File: src/sv/ufdq_pkg.sv
// ----------------------------------------------------------------------------
// ufdq_pkg
// Shared constants, codes and controller/datapath interface types for the
// urgent-front deque queue.
// ----------------------------------------------------------------------------
package ufdq_pkg;

    localparam int QUEUE_DEPTH = 16;
    localparam int IDX_W       = $clog2(QUEUE_DEPTH);
    localparam int CNT_W       = $clog2(QUEUE_DEPTH + 1);

    localparam int ID_W   = 16;
    localparam int TYPE_W = 8;
    localparam int PRIO_W = 2;
    localparam int ENTRY_W = ID_W + TYPE_W + PRIO_W;

    localparam logic [PRIO_W-1:0] URGENT_LEVEL = 2'd2;

    typedef enum logic [2:0] {
        OP_ENQ    = 3'd0,
        OP_DEQ    = 3'd1,
        OP_PEEK   = 3'd2,
        OP_COUNT  = 3'd3,
        OP_SEARCH = 3'd4
    } op_t;

    typedef enum logic [1:0] {
        ST_OK    = 2'd0,
        ST_EMPTY = 2'd1,
        ST_FULL  = 2'd2
    } status_t;

    typedef enum logic [1:0] {
        S_IDLE,
        S_DISPATCH,
        S_FRONT,
        S_SCAN
    } state_t;

    typedef struct packed {
        logic [ID_W-1:0]   id;
        logic [TYPE_W-1:0] kind;
        logic [PRIO_W-1:0] prio;
    } entry_t;

    // controller to datapath
    typedef struct packed {
        logic    latch;
        logic    enq;
        logic    rd_front;
        logic    use_front;
        logic    scan_start;
        logic    scan_next;
        logic    acc;
        logic    load;
        status_t st;
    } ctl_t;

    // datapath to controller
    typedef struct packed {
        op_t  op;
        logic empty;
        logic full;
        logic scan_stop;
    } stat_t;

endpackage

File: src/sv/ufdq_ram.sv
// ----------------------------------------------------------------------------
// ufdq_ram
// Generic single-port RAM with registered read data.
// ----------------------------------------------------------------------------
module ufdq_ram #(
    parameter int WIDTH = 8,
    parameter int DEPTH = 16
) (
    input  logic                     clk,
    input  logic                     we,
    input  logic [$clog2(DEPTH)-1:0] addr,
    input  logic [WIDTH-1:0]         wdata,
    output logic [WIDTH-1:0]         rdata
);

    logic [WIDTH-1:0] mem [DEPTH];
    logic [WIDTH-1:0] rdata_reg;

    always_ff @(posedge clk)
    begin
        if (we)
        begin
            mem[addr] <= wdata;
        end
        rdata_reg <= mem[addr];
    end

    assign rdata = rdata_reg;

endmodule

File: src/sv/ufdq_ctrl.sv
// ----------------------------------------------------------------------------
// ufdq_ctrl
// Command sequencer: dispatches each command and steps the entry scan.
// ----------------------------------------------------------------------------
module ufdq_ctrl
    import ufdq_pkg::*;
(
    input  logic  clk,
    input  logic  rst_n,
    input  logic  start,
    output logic  busy,
    input  stat_t stat,
    output ctl_t  ctl
);

    state_t state_reg;
    state_t state_next;

    always_ff @(posedge clk or negedge rst_n)
    begin
        if (!rst_n)
        begin
            state_reg <= S_IDLE;
        end
        else
        begin
            state_reg <= state_next;
        end
    end

    always_comb
    begin
        state_next = state_reg;
        case (state_reg)
            S_IDLE:
            begin
                if (start)
                begin
                    state_next = S_DISPATCH;
                end
            end
            S_DISPATCH:
            begin
                case (stat.op)
                    OP_DEQ, OP_PEEK: state_next = stat.empty ? S_IDLE : S_FRONT;
                    OP_COUNT, OP_SEARCH: state_next = stat.empty ? S_IDLE : S_SCAN;
                    default: state_next = S_IDLE;
                endcase
            end
            S_FRONT:
            begin
                state_next = S_IDLE;
            end
            S_SCAN:
            begin
                if (stat.scan_stop)
                begin
                    state_next = S_IDLE;
                end
            end
            default:
            begin
                state_next = S_IDLE;
            end
        endcase
    end

    always_comb
    begin
        ctl = '0;
        ctl.st = ST_OK;
        busy = (state_reg != S_IDLE);
        case (state_reg)
            S_IDLE:
            begin
                ctl.latch = start;
            end
            S_DISPATCH:
            begin
                case (stat.op)
                    OP_ENQ:
                    begin
                        ctl.load = 1'b1;
                        if (stat.full)
                        begin
                            ctl.st = ST_FULL;
                        end
                        else
                        begin
                            ctl.enq = 1'b1;
                        end
                    end
                    OP_DEQ, OP_PEEK:
                    begin
                        if (stat.empty)
                        begin
                            ctl.load = 1'b1;
                            ctl.st = ST_EMPTY;
                        end
                        else
                        begin
                            ctl.rd_front = 1'b1;
                        end
                    end
                    OP_COUNT, OP_SEARCH:
                    begin
                        if (stat.empty)
                        begin
                            ctl.load = 1'b1;
                        end
                        else
                        begin
                            ctl.scan_start = 1'b1;
                        end
                    end
                    default:
                    begin
                        ctl.load = 1'b1;
                    end
                endcase
            end
            S_FRONT:
            begin
                ctl.load = 1'b1;
                ctl.use_front = 1'b1;
            end
            S_SCAN:
            begin
                ctl.acc = 1'b1;
                if (stat.scan_stop)
                begin
                    ctl.load = 1'b1;
                end
                else
                begin
                    ctl.scan_next = 1'b1;
                end
            end
            default:
            begin
                ctl = '0;
            end
        endcase
    end

endmodule

File: src/sv/ufdq_datapath.sv
// ----------------------------------------------------------------------------
// ufdq_datapath
// Ring storage, head and count registers, scan counter and result registers.
// ----------------------------------------------------------------------------
module ufdq_datapath
    import ufdq_pkg::*;
(
    input  logic              clk,
    input  logic              rst_n,
    input  ctl_t              ctl,
    output stat_t             stat,
    input  logic [2:0]        cmd,
    input  logic [ID_W-1:0]   ticket_id,
    input  logic [TYPE_W-1:0] issue_type,
    input  logic [PRIO_W-1:0] priority_level,
    output logic              done,
    output logic [1:0]        status,
    output logic [ID_W-1:0]   out_id,
    output logic [TYPE_W-1:0] out_type,
    output logic [PRIO_W-1:0] out_priority,
    output logic [CNT_W-1:0]  match_count,
    output logic              found,
    output logic [CNT_W-1:0]  occupancy
);

    localparam logic [CNT_W-1:0] DEPTH_C = CNT_W'(QUEUE_DEPTH);
    localparam logic [IDX_W:0]   DEPTH_W = (IDX_W+1)'(QUEUE_DEPTH);

    op_t               op_reg;
    logic [ID_W-1:0]   id_reg;
    logic [TYPE_W-1:0] type_reg;
    logic [PRIO_W-1:0] prio_reg;

    logic [IDX_W-1:0] head_reg, head_next;
    logic [CNT_W-1:0] count_reg, count_next;
    logic [IDX_W-1:0] idx_reg;
    logic [CNT_W-1:0] match_reg;
    logic             done_reg;

    logic [IDX_W-1:0] addr;
    logic             we;
    entry_t           wentry;
    entry_t           rentry;
    logic [ENTRY_W-1:0] rdata;

    logic             pop;
    logic             id_eq;
    logic             type_eq;
    logic [CNT_W-1:0] match_sum;
    logic [IDX_W-1:0] idx_plus;

    // position offset entries from the head, wrapped on the ring
    function automatic logic [IDX_W-1:0] ring_add(input logic [IDX_W-1:0] base,
                                                  input logic [IDX_W-1:0] off);
        logic [IDX_W:0] sum;
        sum = {1'b0, base} + {1'b0, off};
        if (sum >= DEPTH_W)
        begin
            sum = sum - DEPTH_W;
        end
        return sum[IDX_W-1:0];
    endfunction

    assign rentry  = entry_t'(rdata);
    assign id_eq   = (rentry.id == id_reg);
    assign type_eq = (rentry.kind == type_reg);
    assign pop     = ctl.use_front && (op_reg == OP_DEQ);
    assign idx_plus = idx_reg + 1'b1;
    assign match_sum = match_reg + CNT_W'(ctl.acc && type_eq);

    assign stat.op        = op_reg;
    assign stat.empty     = (count_reg == '0);
    assign stat.full      = (count_reg >= DEPTH_C);
    assign stat.scan_stop = ({1'b0, idx_reg} == (count_reg - 1'b1))
                          || ((op_reg == OP_SEARCH) && id_eq);

    // ring address for the current action
    always_comb
    begin
        we = ctl.enq;
        wentry.id = id_reg;
        wentry.kind = type_reg;
        wentry.prio = prio_reg;
        addr = head_reg;
        if (ctl.enq)
        begin
            if (prio_reg == URGENT_LEVEL)
            begin
                addr = head_next;
            end
            else
            begin
                addr = ring_add(head_reg, count_reg[IDX_W-1:0]);
            end
        end
        else if (ctl.scan_next)
        begin
            addr = ring_add(head_reg, idx_plus);
        end
        else if (ctl.rd_front)
        begin
            // front entry is read for dequeue and peek
            addr = head_reg;
        end
    end

    always_comb
    begin
        head_next  = head_reg;
        count_next = count_reg;
        if (ctl.enq)
        begin
            count_next = count_reg + 1'b1;
            if (prio_reg == URGENT_LEVEL)
            begin
                head_next = (head_reg == '0) ? IDX_W'(QUEUE_DEPTH - 1) : head_reg - 1'b1;
            end
        end
        else if (pop)
        begin
            count_next = count_reg - 1'b1;
            head_next  = ring_add(head_reg, IDX_W'(1));
        end
    end

    ufdq_ram #(
        .WIDTH (ENTRY_W),
        .DEPTH (QUEUE_DEPTH)
    ) u_store (
        .clk   (clk),
        .we    (we),
        .addr  (addr),
        .wdata (wentry),
        .rdata (rdata)
    );

    always_ff @(posedge clk or negedge rst_n)
    begin
        if (!rst_n)
        begin
            head_reg  <= '0;
            count_reg <= '0;
            done_reg  <= 1'b0;
        end
        else
        begin
            head_reg  <= head_next;
            count_reg <= count_next;
            done_reg  <= ctl.load;
        end
    end

    // operand capture and scan bookkeeping
    always_ff @(posedge clk)
    begin
        if (ctl.latch)
        begin
            op_reg    <= op_t'(cmd);
            id_reg    <= ticket_id;
            type_reg  <= issue_type;
            prio_reg  <= priority_level;
            match_reg <= '0;
        end
        if (ctl.scan_start)
        begin
            idx_reg   <= '0;
            match_reg <= '0;
        end
        else if (ctl.scan_next)
        begin
            idx_reg   <= idx_plus;
            match_reg <= match_sum;
        end
    end

    always_ff @(posedge clk)
    begin
        if (ctl.load)
        begin
            status       <= ctl.st;
            out_id       <= ctl.use_front ? rentry.id : '0;
            out_type     <= ctl.use_front ? rentry.kind : '0;
            out_priority <= ctl.use_front ? rentry.prio : '0;
            match_count  <= (op_reg == OP_COUNT) ? match_sum : '0;
            found        <= ctl.acc && (op_reg == OP_SEARCH) && id_eq;
            occupancy    <= count_next;
        end
    end

    assign done = done_reg;

    a_count_bound: assert property (@(posedge clk) disable iff (!rst_n)
        count_reg <= DEPTH_C)
        else $error("entry count above depth");

    a_enq_not_full: assert property (@(posedge clk) disable iff (!rst_n)
        ctl.enq |-> (count_reg < DEPTH_C))
        else $error("write into a full queue");

    a_pop_not_empty: assert property (@(posedge clk) disable iff (!rst_n)
        pop |-> (count_reg != '0))
        else $error("removal from an empty queue");

    a_occ_matches: assert property (@(posedge clk) disable iff (!rst_n)
        done_reg |-> (occupancy == count_reg))
        else $error("reported occupancy differs from held count");

endmodule

File: src/sv/urgent_front_deque_queue.sv
// ----------------------------------------------------------------------------
// urgent_front_deque_queue
// Bounded deque: urgent entries go in at the front, others at the back.
// ----------------------------------------------------------------------------
// usage
//   command channel: drive cmd, ticket_id, issue_type and priority_level with
//   start high; the transfer happens on a clock edge where busy is low.
//   result channel: done is high for one cycle with status, out_id, out_type,
//   out_priority, match_count, found and occupancy; the receiver must take it
//   then, it cannot stall the block.
//   steps from the command transfer to done, in order:
//     enqueue, unused codes, any command on an empty queue: dispatch only
//     dequeue and peek on a held entry: dispatch, then the front read
//     count: dispatch, then a scan over every held entry; search: dispatch,
//     then a scan that stops at the first hit or at the last held entry
//   the walk over held entries reads the single-port entry store one entry
//   a cycle; busy falls in the cycle done is raised, so the next command can
//   transfer while the previous result is shown.
//   reset clears the head position and the entry count; the entry store is
//   not cleared, only held entries are ever read.
// ----------------------------------------------------------------------------
module urgent_front_deque_queue
    import ufdq_pkg::*;
(
    input  logic              clk,
    input  logic              rst_n,
    input  logic              start,
    output logic              busy,
    input  logic [2:0]        cmd,
    input  logic [ID_W-1:0]   ticket_id,
    input  logic [TYPE_W-1:0] issue_type,
    input  logic [PRIO_W-1:0] priority_level,
    output logic              done,
    output logic [1:0]        status,
    output logic [ID_W-1:0]   out_id,
    output logic [TYPE_W-1:0] out_type,
    output logic [PRIO_W-1:0] out_priority,
    output logic [CNT_W-1:0]  match_count,
    output logic              found,
    output logic [CNT_W-1:0]  occupancy
);

    ctl_t  ctl;
    stat_t stat;

    ufdq_ctrl u_ctrl (
        .clk   (clk),
        .rst_n (rst_n),
        .start (start),
        .busy  (busy),
        .stat  (stat),
        .ctl   (ctl)
    );

    ufdq_datapath u_dp (
        .clk            (clk),
        .rst_n          (rst_n),
        .ctl            (ctl),
        .stat           (stat),
        .cmd            (cmd),
        .ticket_id      (ticket_id),
        .issue_type     (issue_type),
        .priority_level (priority_level),
        .done           (done),
        .status         (status),
        .out_id         (out_id),
        .out_type       (out_type),
        .out_priority   (out_priority),
        .match_count    (match_count),
        .found          (found),
        .occupancy      (occupancy)
    );

endmodule
File: config.mk
export PLATFORM = sky130hd
export DESIGN_NAME = urgent_front_deque_queue
export DESIGN_NICKNAME = d
export VERILOG_FILES = /design/src/sv/ufdq_pkg.sv /design/src/sv/ufdq_ram.sv /design/src/sv/ufdq_ctrl.sv /design/src/sv/ufdq_datapath.sv /design/src/sv/urgent_front_deque_queue.sv
export SDC_FILE = /design/constraint.sdc
export NUM_CORES = 1
export LEC_CHECK = 0
export BUFFER_PORTS_ARGS = -buffer_cell sky130_fd_sc_hd__buf_2
export CORE_MARGIN = 3
export CORE_UTILIZATION = 56
export CTS_CLUSTER_SIZE = 16
export DETAILED_ROUTE_END_ITERATION = 6
export HOLD_SLACK_MARGIN = 0.05
export MAX_ROUTING_LAYER = met4
export PLACE_DENSITY = 0.76
export SYNTH_ARGS = -nofsm -noshare
export SYNTH_HDL_FRONTEND = slang
export SYNTH_SLANG_ARGS = --single-unit
File: constraint.sdc
create_clock -name clk -period 4 [get_ports clk]
set_clock_uncertainty 0.1 [all_clocks]
set_input_delay 0.8 -clock clk [delete_from_list [all_inputs] [get_ports clk]]
set_output_delay 0.8 -clock clk [all_outputs]
set_load 0.05 [all_outputs]
==> out/metrics.cfg, run 1 <==
[setup_path]
reg2reg_depth = 10
start_kind = flip-flop
end_kind = flip-flop
path_max_fanout = 23
reg2reg_slack_ps = 170
arrival_ps = 4000
reg2reg_from = u_dp.id_reg[3]
rr_endpoint = u_dp.u_store.mem[4][12]
crit_type = flip-flop to flip-flop
critPathRequiredTime_ps = 4170

[cells_and_area]
fill_cells = 2431
fin_nets = 1653
areaGrowthSynthToFinish_pct = 16.25
final_cells = 2115
largest_reg_flops = 416
drive_gt1_frac = 0.1684

[grt]
grt_max_degree = 107
busiest_layer = met2
gr-usage-met3 = 0.04519
antenna_found_initial = 3
grt_remaining_overflow = 0
grt_pass1_wl_mm = 75.11
global_route.usage.met2 = 0.3894
grt_pass1_vias = 12850
met1_usage = 0.3567
grt_usage = 0.2607

[sta]
slew_violations = 0
layout_setup_ws_ps = 169.9
final_hold_viol_count = 0
slew_headroom = 0.2164
rsz0062_at_grt = false
setup_tns_ps = 0
fin_crit_ps = 3830
tightest_slew_ps = 1175
fmax_ghz = 0.2611
setup_viol_count_final = 0
fin_crit_sh = 0.9575

[floorplanning]
start_util = 0.5709
coreArea_um2 = 36790
rows = 70
die_h_um = 199.6
die_w_um = 199.6
dieArea_um2 = 39860
io_pins = 73

[detailed_routing]
ant_nets = 0
drcViolationCount = 0
initialDrtViolationCount = 1708
vias = 13174
wl_per_cell_um = 23.78
vias_per_cell = 6.229
drtPass1Iterations = 5
wl_mm = 50.29

[synthesis]
synth_area_leaders = edfxtp_1, nand2_1, dfxtp_1
synth_nets = 1531
seq_area_frac_synth = 0.7398
synth_warnings = 0
yosysTopAreaCellShare = 0.6921
yosys-top-cells-count = edfxtp_1, nand2_1, a21oi_1
synth_edf_count = 484
synth-seq-cells = 531
synth_most_common_cell = edfxtp_1
ys.flop_type = edfxtp_1
synth_cells = 1482
syn_area_um2 = 21000
ys_types = 66
async_flop_share = 0.02260
avgSynthCellArea_um2 = 14.17
synth.largest_area_cell = edfxtp_1

[placed_design]
dp_cells = 2012
port_buffers = 72
place_ws_ps = 71.16
dp_hpwl_mm = 29.33
gp_routability_congestion = 0.8789

[clocking]
cts_inserted_buffers = 51
clkSinkCount = 531
cts_buffer_depth = 3
cts_htree_levels = 2
clk_pin_slew_worst_paths_ps = 60
cts-root-buf = clkbuf_16
cts_tree = built
clock_latency_ps = 600

[power]
p_leak_nw = 8.537
ir_drop_mv = 0.4678
power.total_w = 0.01875
powerDensity_nw_per_um2 = 767.9

[job]
maxCapViolCount = 0

[worst_hold_path]
whs_path_depth = 1
min_path_type = input port to flip-flop
hold_start = issue_type[3]
min_to = u_dp.type_reg[3]

[outcome]
status = complete, no violations

[cell type report]
| cell class | count | area (um2) | area share |
|---|---|---|---|
| Timing Repair Buffer | 164 | 1441 | 0.05904 |
| Tap cell | 468 | 585.6 | 0.02399 |
| Multi-Input combinational cell | 840 | 5112 | 0.2094 |
| Sequential cell | 531 | 15530 | 0.6364 |
| Inverter | 16 | 60.06 | 0.002460 |
| Clock buffer | 72 | 1446 | 0.05925 |
| Clock inverter | 22 | 226.5 | 0.009277 |
| Antenna cell | 2 | 5.005 | 0.0002050 |
[per-layer routing]
metal / up-vias / share of wire / wire length, um
li1: 5860 / - / -
met1: 6508 / 0.41 / 20430
met2: 678 / 0.47 / 23480
met3: 128 / 0.088 / 4442
met4: 0 / 0.038 / 1932
met5: - / 0 / 0
[worst max-delay path, cell delays in order (launching register included)]
cell and delay [ps]:
edfxtp_1 530, xor2_1 230, nor4_1 330, buf_4 180
nand4_1 250, o211ai_1 390, buf_4 270, a211o_4 410
nand2_1 320, nor2_4 210, buf_12 240
[kinds of logic (layout without fill, tap and decap cells)]
group	Yosys count	count (layout)	share of synthesized area
adder cells (fa/ha/maj)	17	17	0.01084
AND/OR/NAND/NOR	461	461	0.09462
buffers and inverters	111	274	0.02556
XOR/XNOR	45	45	0.01877
flip-flops	531	531	0.7398
AO/OA/AOI/OAI	317	317	0.1104
other	0	2	0
[worst max-delay path by stage]
stage	slack [ps]	start	end	cells after the start
2_1_floorplan	-230	u_dp.id_reg[5]	u_dp.u_store.mem[15][0]	11
3_3_place_gp	200	u_dp.id_reg[3]	u_dp.u_store.mem[13][3]	10
3_5_place_dp	70	u_dp.id_reg[3]	u_dp.u_store.mem[13][7]	10
4_1_cts	30	u_dp.id_reg[3]	u_dp.u_store.mem[13][3]	10
5_1_grt	1	u_dp.count_reg[1]	u_dp.u_store.mem[10][19]	12
6_report	170	u_dp.id_reg[3]	u_dp.u_store.mem[4][12]	10
[what timing repair did]
| action | in CTS | in global routing |
|---|---|---|
| gates resized for setup | 0 | 2 |
| hold buffers | 1 | 0 |
| endpoints found under the setup margin | 0 | 330 |
| setup buffers | 0 | 6 |
| endpoints found under the hold margin | 12 | 0 |
[metrics by stage]
stage               hold slack [ps]    util  area (um2)
CTS                           243.6  0.6620       24350
finish                        275.6  0.6636       24410
floorplan                     369.7       -       21010
global route                  262.4  0.6636       24410
global placement              385.0  0.6163       22670
detailed placement            393.7  0.6163       22670
[report_power, final]
part / internal [W] / switching (W) / leakage, nW
sequential: 0.00678 / 0.000466 / 4.83
clock: 0.00278 / 0.00198 / 0.816
combinational: 0.00241 / 0.00433 / 2.89
total: 0.0120 / 0.00678 / 8.54
[cell usage in the layout, fill, tap and decap left out, types with 4 or more instances in the layout]
cell	instances
edfxtp_1	484
nand2_1	329
a21oi_1	124
buf_2	72
buf_4	60
a32oi_1	54
clkbuf_16	52
a32o_1	51
dfxtp_1	35
buf_12	31
and2_1	30
a221o_1	26
o22ai_1	25
xor2_1	23
xnor2_1	22
nor2_1	22
nor2_4	19
ha_1	15
inv_1	14
nand3_1	13
clkbuf_1	13
dfrtp_1	12
nor3_1	10
o21ai_0	7
clkinv_2	7
clkbuf_8	7
clkinv_1	6
a21o_1	5
nor4_1	4
or3_1	4
bufinv_16	4
Note: power is estimated with default switching activity, not from simulation.
==> run 2, diff against run 1 <==
--- a/config.mk
+++ b/config.mk
@@ -7,12 +7,12 @@
 export LEC_CHECK = 0
 export BUFFER_PORTS_ARGS = -buffer_cell sky130_fd_sc_hd__buf_2
 export CORE_MARGIN = 3
-export CORE_UTILIZATION = 56
+export CORE_UTILIZATION = 49
 export CTS_CLUSTER_SIZE = 16
 export DETAILED_ROUTE_END_ITERATION = 6
 export HOLD_SLACK_MARGIN = 0.05
 export MAX_ROUTING_LAYER = met4
-export PLACE_DENSITY = 0.76
+export PLACE_DENSITY = 0.68
 export SYNTH_ARGS = -nofsm -noshare
 export SYNTH_HDL_FRONTEND = slang
 export SYNTH_SLANG_ARGS = --single-unit
==> out/metrics.cfg, run 2 (synthesis results as in run 1) <==
[floorplanning]
die_h_um = 213.0
dieArea_um2 = 45380
rows = 75
coreArea_um2 = 42130
die_w_um = 213.0
io_pins = 73
start_util = 0.4984

[outcome]
status = complete, no violations

[sta]
fmax_ghz = 0.2633
layout_setup_ws_ps = 202.6
fin_crit_ps = 3797
setup_viol_count_final = 0
slew_violations = 0
whs_ps = 273.5
slew_headroom = 0.1113
rsz0062_at_grt = false
tightest_slew_ps = 1333
fin_crit_sh = 0.9494
setup_tns_ps = 0
final_hold_viol_count = 0

[power]
powerDensity_nw_per_um2 = 762.0
p_leak_nw = 8.528
p_switching_w = 0.006794
combPwrFrac = 0.355
p_seq_frac = 0.389
cell_internal_pwr_w = 0.01182
power.total_w = 0.01862
clock_power_share = 0.256
ir_drop_mv = 0.4632
switching_share = 0.3649

[cells_and_area]
largest_reg_flops = 416
fin_nets = 1657
antennaDiodeCount = 0
drive_gt1_frac = 0.1723
areaGrowthSynthToFinish_pct = 16.36
mostFrequentLayoutCell = edfxtp_1
final_cell_mix = edfxtp_1, nand2_1, a21oi_1, buf_2, buf_4

[clocking]
clock_latency_ps = 600
cts_htree_levels = 2
cts_buffer_depth = 3
clkSinkCount = 531
cts-root-buf = clkbuf_16
cts_inserted_buffers = 54
cts_tree = built
clk_pin_slew_worst_paths_ps = 60

[detailed_routing]
ant_nets = 0
vias = 12768
vias_per_cell = 5.822
drtPass1Iterations = 7
drcViolationCount = 0
wl_per_cell_um = 22.34
initialDrtViolationCount = 1322
wl_mm = 49.00

[setup_path]
start_kind = flip-flop
crit_top_cell = buf_4
arrival_ps = 4180
critPathRequiredTime_ps = 4380
reg2reg_slack_ps = 200
end_kind = flip-flop
path_cells = xor2_1 > nor4_1 > nand4_1 > o211ai_1 > buf_4 > a211oi_4 > buf_4 > buf_16 > a21oi_1 > a32o_1 > o22ai_1 > a221o_1
path_max_fanout = 75
cpPeakStageDelay_ps = 500
crit_type = flip-flop to flip-flop
crit_path_top_delay_cell = nor4_1

[grt]
antenna_found_initial = 1
grt_remaining_overflow = 0
grt_pass1_wl_mm = 74.31
grt_usage = 0.2238
grt_pass1_vias = 12443
grt_max_degree = 76

[placed_design]
port_buffers = 72
place_ws_ps = 69.58
dp_hpwl_mm = 30.27
gp_routability_congestion = 0.8553

[worst_hold_path]
min_path_type = input port to flip-flop

[job]
maxCapViolCount = 0

run 2: worst paths after layout:
| kind | from | end | depth (start not counted) |
|---|---|---|---|
| min reg2reg | u_dp.u_store.rdata[1] | u_dp.out_priority[1] | 1 |
| max reg2reg | u_dp.id_reg[2] | u_dp.u_store.rdata[19] | 12 |
| min in group asynchronous | rst_n | u_dp.head_reg[2] | 2 |
| max | u_dp.id_reg[2] | u_dp.u_store.rdata[19] | 12 |
| min | ticket_id[7] | u_dp.id_reg[7] | 1 |
| max in group asynchronous | rst_n | u_dp.count_reg[2] | 2 |
run 2: per-layer routing:
metal  GRT usage  up-vias  part of all wire
met2      0.3430      514              0.47
met1      0.3110     6290              0.43
met4     0.06561        0             0.024
li1            -     5868                 -
met3     0.03982       96             0.076
met5           -        -                 0
run 2: area by class of cell:
cell class	instances	area, um2
clock buffer	71	1476
clock inverter	31	216.5
fill	3205	17700
inverter	16	60.06
multi-input combinational	840	5114
sequential	531	15530
tap	539	674.4
timing repair buffer	165	1358
run 2: stage by stage:
step / instance area, um2 / cells / util
after floorplan: 21010 / 1482 / -
after global placement: 22650 / 2084 / 0.5377
after detailed placement: 22650 / 2084 / 0.5377
after CTS: 24360 / 2187 / 0.5782
after global routing: 24430 / 2193 / 0.5799
final: 24430 / 2193 / 0.5799
run 2: worst max-delay path: cells and delay by family (launching register included):
kind	cells	cell delay (ps)
buffers and inverters	3	680
DFF	1	480
xor gates and xnor gates	1	230
AOI/OAI and AO/OA	6	1280
and+or+nand+nor	2	860
run 2: power by group through the flow:
| stage | Clock (W) | Combinational (W) | Sequential, W |
|---|---|---|---|
| floorplan | 0 | 0.00406 | 0.00782 |
| global placement | 0 | 0.00641 | 0.00737 |
| detailed placement | 0 | 0.00652 | 0.00737 |
| CTS | 0.00486 | 0.00656 | 0.00726 |
| global route | 0.00510 | 0.00720 | 0.00729 |
| finish | 0.00477 | 0.00661 | 0.00724 |
run 2: repair_timing:
item / in CTS / in global routing
gates resized for setup: 1 / 6
hold buffers: 1 / 0
hold endpoints to repair: 12 / 0
gates cloned: 0 / 0
buffers inserted: 0 / 6
pin swaps: 0 / 1
setup endpoints to repair: 1 / 149
==> run 3, diff against run 2 <==
--- a/config.mk
+++ b/config.mk
@@ -6,6 +6,7 @@
 export NUM_CORES = 1
 export LEC_CHECK = 0
 export BUFFER_PORTS_ARGS = -buffer_cell sky130_fd_sc_hd__buf_2
+export CORE_ASPECT_RATIO = 1.1
 export CORE_MARGIN = 3
 export CORE_UTILIZATION = 49
 export CTS_CLUSTER_SIZE = 16
==> out/metrics.cfg, run 3 (synthesis results as in run 1) <==
[clocking]
cts_inserted_buffers = 52
clkSinkCount = 531
cts-root-buf = clkbuf_16
clk_pin_slew_worst_paths_ps = 60
cts_buffer_depth = 3
cts_tree = built
cts_htree_levels = 2
clock_latency_ps = 590

[detailed_routing]
drtPass1Iterations = 7
wl_per_cell_um = 23.10
wl_mm = 50.94
vias = 12954
vias_per_cell = 5.875
initialDrtViolationCount = 1418
drcViolationCount = 0
ant_nets = 0

[power]
p_leak_nw = 8.541
power.total_w = 0.01901
powerDensity_nw_per_um2 = 775.2
ir_drop_mv = 0.5120

[grt]
grt_pass1_vias = 12472
grt_usage = 0.2301
antenna_found_initial = 1
grt_remaining_overflow = 0
grt_pass1_wl_mm = 76.74
grt_max_degree = 89

[cells_and_area]
final_cells = 2205
antennaDiodeCount = 0
drive_gt1_frac = 0.1702
largest_reg_flops = 416
finish.instance_area_um2 = 24530
fin_nets = 1651
fin_util = 0.5872
areaGrowthSynthToFinish_pct = 16.81
final_cell_mix = edfxtp_1, nand2_1, a21oi_1, buf_2, buf_4
mostFrequentLayoutCell = edfxtp_1

[setup_path]
crit_top_cell = buf_4
start_kind = flip-flop
path_max_fanout = 32
path_cells = inv_1 > ha_1 > nand3b_1 > a21oi_1 > o311ai_2 > o211ai_1 > buf_4 > a211oi_4 > buf_12 > nand2_1 > nor2_4 > buf_4
cp.buffers_inverters = 4
end_kind = flip-flop
crit_type = flip-flop to flip-flop
critPathRequiredTime_ps = 4160
crit_path_top_delay_cell = dfrtp_1
path_delay_family = compound AO/OA/AOI/OAI gates
cp-startpoint = u_dp.count_reg[1]
reg2reg_from = u_dp.count_reg[1]
arrival_ps = 3990
cpPeakStageDelay_ps = 450

[sta]
setup_viol_count_final = 0
fin_crit_sh = 0.9561
slew_violations = 0
fin_crit_ps = 3825
slew_headroom = 0.1467
rsz0062_at_grt = false
fmax_ghz = 0.2615
layout_setup_ws_ps = 175.4
tightest_slew_ps = 1280
final_hold_viol_count = 0

[floorplanning]
coreArea_um2 = 41770
io_pins = 73
dieArea_um2 = 45380
die_w_um = 203.4
start_util = 0.5027
die_h_um = 223.1
rows = 78

[placed_design]
dp_cells = 2107
dp_hpwl_mm = 30.59
port_buffers = 72
placed_cell_area_um2 = 22680
place_ws_ps = 178.3
gp_routability_congestion = 0.8412

[worst_hold_path]
hold_start = issue_type[0]
min_path_type = input port to flip-flop

[outcome]
status = complete, no violations

[job]
maxCapViolCount = 0

==> run 3: cell count changes in the layout (fill, tap and decap cells not counted), moves of 2 or more <==
cell        previous run  this run
clkinv_2              12         6
bufinv_16              1         9
inv_6                  2         0
clkbuf_8               5         1
clkinv_4               2         4
clkinvlp_4             4         6
clkinv_1               8         3
==> run 3: cell type report <==
type                       count  area [um2]
clock buffer                  68        1414
clock inverter                29       407.9
fill                        3275       17240
inverter                      16       60.06
multi-input combinational    840        5114
sequential                   531       15530
tap                          560       700.7
timing repair buffer         161        1297
==> run 3: per-layer routing <==
layer | track usage | routed length (um) | vias to the layer above
met3 | 0.03473 | 4186 | 85
met1 | 0.3172 | 20830 | 6404
met5 | - | 0 | -
met2 | 0.3628 | 24680 | 613
met4 | 0.06174 | 1249 | 0
li1 | - | - | 5852
==> run 3: worst paths after layout <==
check	slack, ps	cells after the start	endpoint
max in group asynchronous	3010	2	u_ctrl.state_reg[0]
min reg2reg	400	2	u_dp.match_reg[4]
max	180	12	u_dp.u_store.mem[3][10]
min	280	1	u_dp.type_reg[0]
max reg2reg	180	12	u_dp.u_store.mem[3][10]
min in group asynchronous	540	2	u_dp.count_reg[4]
==> run 3: power breakdown <==
| group | internal (W) | switching, W | total, W | leakage, nW |
|---|---|---|---|---|
| Sequential | 0.00678 | 0.000470 | 0.00725 | 4.83 |
| Combinational | 0.00234 | 0.00428 | 0.00661 | 2.85 |
| Clock | 0.00309 | 0.00207 | 0.00516 | 0.868 |
| Total | 0.0122 | 0.00682 | 0.0190 | 8.54 |
==> run 3: through the flow <==
step,hold WS [ps],TNS [ps]
6_report,282.2,0
4_1_cts,252.0,0
3_5_place_dp,389.6,0
2_1_floorplan,369.7,-54930
5_1_grt,257.5,0
3_3_place_gp,383.6,0
==> run 3: what timing repair did <==
action                                  4_1_cts  5_1_grt
endpoints found under the setup margin        0      197
gates resized for setup                       0        3
setup buffers                                 0        0
endpoints found under the hold margin        12        0
hold buffers                                  1        0
